`config.mk`:
```
export PLATFORM = sky130hd
export DESIGN_NAME = integer_to_radix_ascii_top
export DESIGN_NICKNAME = d
export VERILOG_FILES = /design/src/sv/ira_pkg.sv /design/src/sv/ira_ram.sv /design/src/sv/ira_front.sv /design/src/sv/ira_back.sv /design/src/sv/integer_to_radix_ascii_top.sv
export VERILOG_INCLUDE_DIRS = /design/src /design/src/sv
export SDC_FILE = /design/constraint.sdc
export NUM_CORES = 1
export LEC_CHECK = 0
export ABC_CLOCK_PERIOD_IN_PS = 31300
export CAP_MARGIN = 30
export CORE_MARGIN = 3
export CORE_UTILIZATION = 50
export CTS_CLUSTER_SIZE = 28
export DETAILED_ROUTE_END_ITERATION = 16
export DONT_BUFFER_PORTS = 1
export HOLD_SLACK_MARGIN = 0.15
export PLACE_DENSITY = 0.72
export SKIP_CTS_REPAIR_TIMING = 1
export SLEW_MARGIN = 20
export SYNTH_ARGS = -nofsm -noshare
export SYNTH_HDL_FRONTEND = slang
export SYNTH_SLANG_ARGS = --single-unit
export TNS_END_PERCENT = 30
```
`constraint.sdc`:
```
create_clock -name i_clk -period 31.3 [get_ports i_clk]
set_input_delay 1.565 -clock i_clk [delete_from_list [all_inputs] [get_ports i_clk]]
set_output_delay 1.565 -clock i_clk [all_outputs]
set_load 0.01 [all_outputs]
```
`src/sv/integer_to_radix_ascii_top_macros.svh`:
```
// Assertion macros shared by the integer to radix ASCII block.
// Depends on nothing; included by the top level only.
`ifndef INTEGER_TO_RADIX_ASCII_TOP_MACROS_SVH
`define INTEGER_TO_RADIX_ASCII_TOP_MACROS_SVH

`ifndef SYNTHESIS
`define IRA_ASSERT_SAME(label, clk, rst_n, ante, cons) \
    label: assert property (@(posedge clk) disable iff (!rst_n) (ante) |-> (cons)) \
        else $error("integer_to_radix_ascii: assertion failed");
`define IRA_ASSERT_NEXT(label, clk, rst_n, ante, cons) \
    label: assert property (@(posedge clk) disable iff (!rst_n) (ante) |=> (cons)) \
        else $error("integer_to_radix_ascii: assertion failed");
`else
`define IRA_ASSERT_SAME(label, clk, rst_n, ante, cons)
`define IRA_ASSERT_NEXT(label, clk, rst_n, ante, cons)
`endif

`endif

```
`src/sv/ira_pkg.sv`:
```
// Shared constants, types and helper functions of the integer to radix ASCII block.
// Depends on nothing; used by the front end, the back end and the top level of the block.
package ira_pkg;

    localparam int VALUE_WIDTH = 64;
    localparam int MAX_DIGITS  = 64;

    localparam int IN_VALUE_W = 64;
    localparam int OP_W       = 3;
    localparam int CHAR_W     = 7;
    localparam int BASE_W     = 5;
    localparam int DIGIT_W    = 4;
    localparam int CNT_W      = $clog2(MAX_DIGITS + 1);
    localparam int ADDR_W     = $clog2(MAX_DIGITS);

    localparam int STEP_BITS = 8;
    localparam int STEPS     = (VALUE_WIDTH + STEP_BITS - 1) / STEP_BITS;
    localparam int QUO_W     = STEPS * STEP_BITS;
    localparam int STEP_W    = (STEPS > 1) ? $clog2(STEPS) : 1;

    localparam logic [1:0] TYPE_8  = 2'd0;
    localparam logic [1:0] TYPE_16 = 2'd1;
    localparam logic [1:0] TYPE_32 = 2'd2;
    localparam logic [1:0] TYPE_64 = 2'd3;
    localparam int OP_SIGNED_BIT = 2;

    localparam logic [BASE_W-1:0] DEFAULT_BASE = BASE_W'(10);
    localparam logic [BASE_W-1:0] MIN_BASE     = BASE_W'(2);
    localparam logic [BASE_W-1:0] MAX_BASE     = BASE_W'(16);

    localparam logic [CHAR_W-1:0] CHAR_ZERO  = CHAR_W'(8'h30);
    localparam logic [CHAR_W-1:0] CHAR_ALPHA = CHAR_W'(8'h57);
    localparam logic [DIGIT_W-1:0] DIGIT_TEN = DIGIT_W'(10);

    typedef struct packed {
        logic [VALUE_WIDTH-1:0] mag;
        logic                   neg;
        logic [BASE_W-1:0]      base;
    } t_job;

    function automatic logic [BASE_W-1:0] eff_base(input logic [BASE_W-1:0] b);
        if (b < MIN_BASE || b > MAX_BASE) begin
            return DEFAULT_BASE;
        end
        return b;
    endfunction

    function automatic logic [CHAR_W-1:0] digit_to_char(input logic [DIGIT_W-1:0] d);
        if (d < DIGIT_TEN) begin
            return CHAR_ZERO + CHAR_W'(d);
        end
        return CHAR_ALPHA + CHAR_W'(d);
    endfunction

endpackage

```
`src/sv/ira_ram.sv`:
```
// Generic single-write, single-read RAM with a registered, enabled read port.
// Depends on nothing; holds the digit store of the back end.
module ira_ram #(
    parameter int WIDTH = 4,
    parameter int DEPTH = 64
) (
    input  logic                     i_clk,
    input  logic                     i_we,
    input  logic [$clog2(DEPTH)-1:0] i_waddr,
    input  logic [WIDTH-1:0]         i_wdata,
    input  logic                     i_re,
    input  logic [$clog2(DEPTH)-1:0] i_raddr,
    output logic [WIDTH-1:0]         o_rdata
);

    logic [WIDTH-1:0] r_mem [DEPTH];
    logic [WIDTH-1:0] r_rdata;

    always_ff @(posedge i_clk) begin
        if (i_we) begin
            r_mem[i_waddr] <= i_wdata;
        end
        if (i_re) begin
            r_rdata <= r_mem[i_raddr];
        end
    end

    assign o_rdata = r_rdata;

endmodule

```
`src/sv/ira_front.sv`:
```
// Front end: takes input words, classifies type and sign, queues magnitude jobs.
// Also holds the base register. Depends on ira_pkg.
module ira_front (
    input  logic                          i_clk,
    input  logic                          i_rst_n,
    input  logic                          push,
    output logic                          full,
    input  logic [ira_pkg::OP_W-1:0]      i_op,
    input  logic [ira_pkg::IN_VALUE_W-1:0] i_value,
    input  logic                          i_cfg_valid,
    output logic                          o_cfg_ready,
    input  logic [ira_pkg::BASE_W-1:0]    i_cfg_data,
    output logic                          o_job_valid,
    input  logic                          i_job_ready,
    output ira_pkg::t_job                 o_job
);
    import ira_pkg::*;

    logic [BASE_W-1:0] r_base;
    t_job              r_q [2];
    logic              r_wr;
    logic              r_rd;
    logic [1:0]        r_cnt;

    logic        w_push_acc;
    logic        w_deq;
    logic [63:0] w_raw;
    logic [63:0] w_mask;
    logic [63:0] w_v;
    logic [63:0] w_mag;
    logic        w_sign;
    logic        w_neg;
    t_job        w_job;

    always_comb begin
        w_raw = 64'(i_value[VALUE_WIDTH-1:0]);
        unique case (i_op[1:0])
            TYPE_8: begin
                w_mask = 64'h0000_0000_0000_00ff;
            end
            TYPE_16: begin
                w_mask = 64'h0000_0000_0000_ffff;
            end
            TYPE_32: begin
                w_mask = 64'h0000_0000_ffff_ffff;
            end
            default: begin
                w_mask = 64'hffff_ffff_ffff_ffff;
            end
        endcase
        w_v = w_raw & w_mask;
        unique case (i_op[1:0])
            TYPE_8: begin
                w_sign = w_v[7];
            end
            TYPE_16: begin
                w_sign = w_v[15];
            end
            TYPE_32: begin
                w_sign = w_v[31];
            end
            default: begin
                w_sign = w_v[63];
            end
        endcase
        w_neg = i_op[OP_SIGNED_BIT] & w_sign;
        w_mag = w_neg ? ((64'd0 - w_v) & w_mask) : w_v;
        w_job.mag  = w_mag[VALUE_WIDTH-1:0];
        w_job.neg  = w_neg;
        w_job.base = eff_base(r_base);
    end

    assign full        = (r_cnt == 2'd2);
    assign o_cfg_ready = 1'b1;
    assign o_job_valid = (r_cnt != 2'd0);
    assign o_job       = r_q[r_rd];
    assign w_push_acc  = push & ~full;
    assign w_deq       = o_job_valid & i_job_ready;

    always_ff @(posedge i_clk) begin
        if (w_push_acc) begin
            r_q[r_wr] <= w_job;
        end
    end

    always_ff @(posedge i_clk) begin
        if (!i_rst_n) begin
            r_base <= DEFAULT_BASE;
            r_wr   <= 1'b0;
            r_rd   <= 1'b0;
            r_cnt  <= 2'd0;
        end else begin
            if (i_cfg_valid && o_cfg_ready) begin
                r_base <= i_cfg_data;
            end
            if (w_push_acc) begin
                r_wr <= ~r_wr;
            end
            if (w_deq) begin
                r_rd <= ~r_rd;
            end
            r_cnt <= r_cnt + 2'(w_push_acc) - 2'(w_deq);
        end
    end

endmodule

```
`src/sv/ira_back.sv`:
```
// Back end: divides each magnitude by the base, stores digits, emits them as ASCII.
// Depends on ira_pkg and ira_ram.
module ira_back (
    input  logic                       i_clk,
    input  logic                       i_rst_n,
    input  logic                       i_job_valid,
    output logic                       o_job_ready,
    input  ira_pkg::t_job              i_job,
    output logic                       empty,
    input  logic                       pop,
    output logic [ira_pkg::CHAR_W-1:0] o_digit_char,
    output logic                       o_negative,
    output logic                       o_last
);
    import ira_pkg::*;

    localparam logic [1:0] ST_IDLE    = 2'd0;
    localparam logic [1:0] ST_DIV     = 2'd1;
    localparam logic [1:0] ST_EMIT_RD = 2'd2;
    localparam logic [1:0] ST_EMIT_WT = 2'd3;

    logic [1:0]         r_state;
    logic [1:0]         n_state;
    logic [QUO_W-1:0]   r_quo;
    logic [QUO_W-1:0]   n_quo;
    logic [DIGIT_W-1:0] r_rem;
    logic [DIGIT_W-1:0] n_rem;
    logic [STEP_W-1:0]  r_step;
    logic [STEP_W-1:0]  n_step;
    logic [CNT_W-1:0]   r_cnt;
    logic [CNT_W-1:0]   n_cnt;
    logic [BASE_W-1:0]  r_base;
    logic [BASE_W-1:0]  n_base;
    logic               r_neg;
    logic               n_neg;
    logic               r_first;
    logic               n_first;
    logic               r_ov;
    logic               n_ov;
    logic [CHAR_W-1:0]  r_char;
    logic [CHAR_W-1:0]  n_char;
    logic               r_oneg;
    logic               n_oneg;
    logic               r_olast;
    logic               n_olast;

    logic [STEP_BITS-1:0] w_byte;
    logic [STEP_BITS-1:0] w_qbyte;
    logic [DIGIT_W-1:0]   w_rem;
    logic [DIGIT_W:0]     w_trial;
    logic [QUO_W-1:0]     w_quo_next;
    logic [CNT_W-1:0]     w_cnt_inc;
    logic                 w_we;
    logic                 w_re;
    logic [ADDR_W-1:0]    w_raddr;
    logic [DIGIT_W-1:0]   w_rdata;
    logic                 w_pop_acc;

    ira_ram #(
        .WIDTH(DIGIT_W),
        .DEPTH(MAX_DIGITS)
    ) u_digits (
        .i_clk  (i_clk),
        .i_we   (w_we),
        .i_waddr(r_cnt[ADDR_W-1:0]),
        .i_wdata(w_rem),
        .i_re   (w_re),
        .i_raddr(w_raddr),
        .o_rdata(w_rdata)
    );

    // One byte of the quotient is worked off per cycle by restoring long division.
    always_comb begin
        w_byte  = r_quo[QUO_W-1 -: STEP_BITS];
        w_rem   = r_rem;
        w_qbyte = '0;
        w_trial = '0;
        for (int i = STEP_BITS - 1; i >= 0; i--) begin
            w_trial = {w_rem, w_byte[i]};
            if (w_trial >= (DIGIT_W + 1)'(r_base)) begin
                w_qbyte[i] = 1'b1;
                w_trial    = w_trial - (DIGIT_W + 1)'(r_base);
            end
            w_rem = w_trial[DIGIT_W-1:0];
        end
        w_quo_next = QUO_W'({r_quo, w_qbyte});
    end

    assign w_cnt_inc   = r_cnt + CNT_W'(1);
    assign w_pop_acc   = pop & r_ov;
    assign w_raddr     = ADDR_W'(r_cnt - CNT_W'(1));
    assign w_we        = (r_state == ST_DIV) && (r_step == STEP_W'(STEPS - 1));
    assign w_re        = (r_state == ST_EMIT_RD);
    assign o_job_ready = (r_state == ST_IDLE);
    assign empty        = ~r_ov;
    assign o_digit_char = r_char;
    assign o_negative   = r_oneg;
    assign o_last       = r_olast;

    always_comb begin
        n_state = r_state;
        n_quo   = r_quo;
        n_rem   = r_rem;
        n_step  = r_step;
        n_cnt   = r_cnt;
        n_base  = r_base;
        n_neg   = r_neg;
        n_first = r_first;
        n_ov    = r_ov & ~w_pop_acc;
        n_char  = r_char;
        n_oneg  = r_oneg;
        n_olast = r_olast;
        unique case (r_state)
            ST_IDLE: begin
                if (i_job_valid) begin
                    n_quo   = QUO_W'(i_job.mag);
                    n_neg   = i_job.neg;
                    n_base  = i_job.base;
                    n_rem   = '0;
                    n_step  = '0;
                    n_cnt   = '0;
                    n_first = 1'b1;
                    n_state = ST_DIV;
                end
            end
            ST_DIV: begin
                n_quo = w_quo_next;
                n_rem = w_rem;
                if (r_step == STEP_W'(STEPS - 1)) begin
                    n_step = '0;
                    n_rem  = '0;
                    n_cnt  = w_cnt_inc;
                    if (w_quo_next == '0 || w_cnt_inc == CNT_W'(MAX_DIGITS)) begin
                        n_state = ST_EMIT_RD;
                    end
                end else begin
                    n_step = r_step + STEP_W'(1);
                end
            end
            ST_EMIT_RD: begin
                n_state = ST_EMIT_WT;
            end
            ST_EMIT_WT: begin
                if (!r_ov || w_pop_acc) begin
                    n_ov    = 1'b1;
                    n_char  = digit_to_char(w_rdata);
                    n_oneg  = r_first & r_neg;
                    n_olast = (r_cnt == CNT_W'(1));
                    n_first = 1'b0;
                    n_cnt   = r_cnt - CNT_W'(1);
                    n_state = (r_cnt == CNT_W'(1)) ? ST_IDLE : ST_EMIT_RD;
                end
            end
            default: begin
                n_state = ST_IDLE;
            end
        endcase
    end

    always_ff @(posedge i_clk) begin
        r_quo   <= n_quo;
        r_rem   <= n_rem;
        r_step  <= n_step;
        r_base  <= n_base;
        r_neg   <= n_neg;
        r_first <= n_first;
        r_char  <= n_char;
        r_oneg  <= n_oneg;
        r_olast <= n_olast;
    end

    always_ff @(posedge i_clk) begin
        if (!i_rst_n) begin
            r_state <= ST_IDLE;
            r_cnt   <= '0;
            r_ov    <= 1'b0;
        end else begin
            r_state <= n_state;
            r_cnt   <= n_cnt;
            r_ov    <= n_ov;
        end
    end

endmodule

```
`src/sv/integer_to_radix_ascii_top.sv`:
```
// Top level of the integer to radix ASCII block: front end, job queue, back end.
// Depends on ira_pkg, ira_front, ira_back and the assertion macro header.
//
// Channel   Direction  Handshake                 Payload
// input     in         push / full               i_op, i_value
// result    out        empty / pop               o_digit_char, o_negative, o_last
// config    in         i_cfg_valid / o_cfg_ready i_cfg_data (number base)
//
// A number is started from the idle state, divided one digit at a time (one quotient
// byte per cycle), then sent out one character at a time through the digit store read port.
// The front end queues up to two further words while the back end is busy.
// Reset is synchronous and active low; the base returns to ten.
// A stalled result holds the back end in its emit loop; the front keeps accepting until its queue is full.
`include "integer_to_radix_ascii_top_macros.svh"

module integer_to_radix_ascii_top (
    input  logic                           i_clk,
    input  logic                           i_rst_n,
    input  logic                           push,
    output logic                           full,
    input  logic [ira_pkg::OP_W-1:0]       i_op,
    input  logic [ira_pkg::IN_VALUE_W-1:0] i_value,
    output logic                           empty,
    input  logic                           pop,
    output logic [ira_pkg::CHAR_W-1:0]     o_digit_char,
    output logic                           o_negative,
    output logic                           o_last,
    input  logic                           i_cfg_valid,
    output logic                           o_cfg_ready,
    input  logic [ira_pkg::BASE_W-1:0]     i_cfg_data
);
    import ira_pkg::*;

    logic w_job_valid;
    logic w_job_ready;
    t_job w_job;

    ira_front u_front (
        .i_clk      (i_clk),
        .i_rst_n    (i_rst_n),
        .push       (push),
        .full       (full),
        .i_op       (i_op),
        .i_value    (i_value),
        .i_cfg_valid(i_cfg_valid),
        .o_cfg_ready(o_cfg_ready),
        .i_cfg_data (i_cfg_data),
        .o_job_valid(w_job_valid),
        .i_job_ready(w_job_ready),
        .o_job      (w_job)
    );

    ira_back u_back (
        .i_clk       (i_clk),
        .i_rst_n     (i_rst_n),
        .i_job_valid (w_job_valid),
        .o_job_ready (w_job_ready),
        .i_job       (w_job),
        .empty       (empty),
        .pop         (pop),
        .o_digit_char(o_digit_char),
        .o_negative  (o_negative),
        .o_last      (o_last)
    );

    `IRA_ASSERT_SAME(a_char_range, i_clk, i_rst_n, !empty,
        (o_digit_char >= 7'h30 && o_digit_char <= 7'h39) ||
        (o_digit_char >= 7'h61 && o_digit_char <= 7'h66))
    `IRA_ASSERT_NEXT(a_sign_first_only, i_clk, i_rst_n, pop && !empty && !o_last,
        empty || !o_negative)

endmodule
```
==> results.tsv <==
metric	value	unit
status	completed	
first-pass GRT wire length	78270	µm
Register Area	0.01503	mm²
EDFF count, synth	487	
Worst Path Arrival	13.52	ns
CTS Sinks	507	
initial antenna violation count	0	
# diodes	0	
CTS tree	done	
CP max stage delay	0.68	ns
Critical Path Fanout Max	41	
Slew headroom	0.3258	
worst hold-check path type	register to register	
max-cap violations	0	
Clock Pin Slew Worst Setup and Hold Paths	0.06	ns
top achievable clock speed	76.12	MHz
synth top area cells	edfxtp_1 (62%), mux4_2 (7.7%), mux2i_1 (3.5%)	
wire per inst	21.88	µm
sequential share of the synthesized area	0.6343	
commonest non-fill, non-tap cell in the layout	edfxtp_1	
post-route minimum period	13.14	ns
ys flop type	edfxtp_1	
CP startpoint kind	register	
RR Startpoint	u_back.r_base[1]	
setup tns final	0	ns
total gr overflow	0	
slowest stage cell, crit path	edfxtp_1	
Synth Area per Inst	14.17	µm²
final setup vio count	0	
Tcrit/Tclk final	0.4197	
final hold vios	0	
R2R depth	44	
clk root buf	clkbuf_16	
gpl congestion	0.8960	
largest net degree at the start of global routing	129	
worst slew pin tran	1.009	ns
WP data required	31.68	ns
DRT Wirelength	50560	µm
num rows	79	
clock buffer count from CTS	49	
Die H	223.7	µm
most frequent cells in the layout	edfxtp_1 (487), nor2_1 (166), nand2_1 (125)	
Longest Clk Path Bufs	3	
hold_sp	u_front.r_rd	
non-filler cells, final	2311	
Antenna Nets Post-Route	0	
vias in the first global route	13920	
Nets	1807	
drt pass-1 iters	5	
footprint of the multi-input gates	0.008250	mm²
detailed-route via count	13960	
crit end category	register	
WS Path Type	register to register	
r2r endpoint	u_back.u_digits.r_mem[37][0]	
Yosys Warn Count	0	
skew final	0.02969	ns
drt drc	0	
clk_lat worst skew	0.58	ns
Synth top area share	0.6174	
PortBufs	0	
hpwl dp	33990	µm
# IOs	89	
#FFs+latches synth	507	
critical path's most frequent cell	ha_1	
starting density of the core	0.5077	
Mapped Area	0.02369	mm²
RSZ-0062 raised after global routing	false	
reg-to-reg setup timing slack	18.16	ns
DIE AREA	0.05002	mm²
Die Wd	223.7	µm
Async SR Flop Fraction	0	
share of cells above drive strength 1	0.1268	
hold depth	2	
post-layout util	0.5564	
Yosys cell types	65	
CTS HTree Levels	2	
Iteration-0 DRC Markers	1538	
core area	0.04665	mm²
fill count	3684	
DP Cell Count	2222	
Area Overhead vs Synth	9.592	%
Vias/cell	6.041	
gr usage total	0.2007	
Post-Syn Instances	1672	
most area-hungry cell type in the Yosys netlist	edfxtp_1	
Slew Viols, Final	0	
-- registers in the layout (all words and copies together), names as in the netlist, 2 cells and up, named ones only --
| name | count |
|---|---|
| u_back.o_digit_char | 7 |
| u_back.r_base | 5 |
| u_back.r_cnt | 7 |
| u_back.r_quo | 64 |
| u_back.r_rem | 4 |
| u_back.r_state | 2 |
| u_back.r_step | 3 |
| u_back.u_digits.o_rdata | 4 |
| u_back.u_digits.r_mem | 256 |
| u_front.r_base | 5 |
| u_front.r_cnt | 2 |
| u_front.r_q | 140 |
-- per-layer routing --
metal / global-route usage / share of wire
met1: 0.2855 / 0.44
met2: 0.3236 / 0.47
met3: 0.03342 / 0.066
met4: 0.05840 / 0.024
met5: 0 / 0
-- worst max-delay path by stage --
| stage | depth (start not counted) | from | slack, ns | to |
|---|---|---|---|---|
| floorplan | 46 | u_back.r_base[1] | 19.56 | u_back.u_digits.r_mem[0][0] |
| global placement | 44 | u_back.r_base[1] | 18.18 | u_back.u_digits.r_mem[8][0] |
| detailed placement | 43 | u_back.r_base[1] | 18.10 | u_back.u_digits.r_mem[14][2] |
| CTS | 43 | u_back.r_base[1] | 18.03 | u_back.u_digits.r_mem[36][2] |
| global route | 43 | u_back.r_base[1] | 17.36 | u_back.u_digits.r_mem[11][0] |
| finish | 44 | u_back.r_base[1] | 18.16 | u_back.u_digits.r_mem[37][0] |
-- logic make-up after synthesis --
| group | Yosys count | synth area share |
|---|---|---|
| DFF | 507 | 0.6343 |
| and+or+nand+nor | 459 | 0.09053 |
| AOI/OAI and AO/OA | 265 | 0.07194 |
| muxes | 182 | 0.1206 |
| buffers and inverters | 122 | 0.01997 |
| xor gates and xnor gates | 75 | 0.02773 |
| adders and majority gates | 61 | 0.03476 |
| other | 1 | 0.0001583 |
-- area by class of cell --
cell class                      count  area share
Sequential cell                   507      0.5790
Multi-Input combinational cell   1044      0.3178
Clock buffer                       56     0.04902
Tap cell                          607     0.02926
Clock inverter                     30    0.009880
Timing Repair Buffer               19    0.008049
Inverter                           48    0.006940
-- cells in the mapped netlist (11+ instances only) --
cell,count
nand4_1,12
xnor2_1,54
nand2_1,126
nor2_1,167
clkbuf_1,59
edfxtp_1,487
nor3_1,21
mux4_2,81
nand3_1,14
a41oi_1,11
a31oi_1,13
nand2b_1,15
o21ai_0,93
inv_1,46
mux2i_1,83
nor2b_1,14
o31ai_1,13
and2_1,15
dfxtp_1,20
ha_1,53
a21o_1,16
xor2_1,21
mux2_2,18
nor4_1,32
a21oi_1,51
or3_1,13
-- critical path, delay by kind of cell (launching register included) --
kind / cells / cell delay, ns
flops: 1 / 0.68
fa+ha+maj: 8 / 2.69
mux: 6 / 2.08
simple gates: 6 / 1.26
buf+inv: 5 / 1.11
compound gates: 19 / 5.06
-- stage by stage --
stage	instance area (µm²)	setup WS, ns	hold slack (ns)
2_1_floorplan	23690	19.56	0.4967
3_3_place_gp	24310	18.18	0.5137
3_5_place_dp	24370	18.10	0.5350
4_1_cts	25900	18.03	0.5419
5_1_grt	25960	17.36	0.5580
6_report	25960	18.16	0.5423
Power is not shown: default switching activity piles up to over one toggle a cycle in this logic, so the estimate is an artifact.
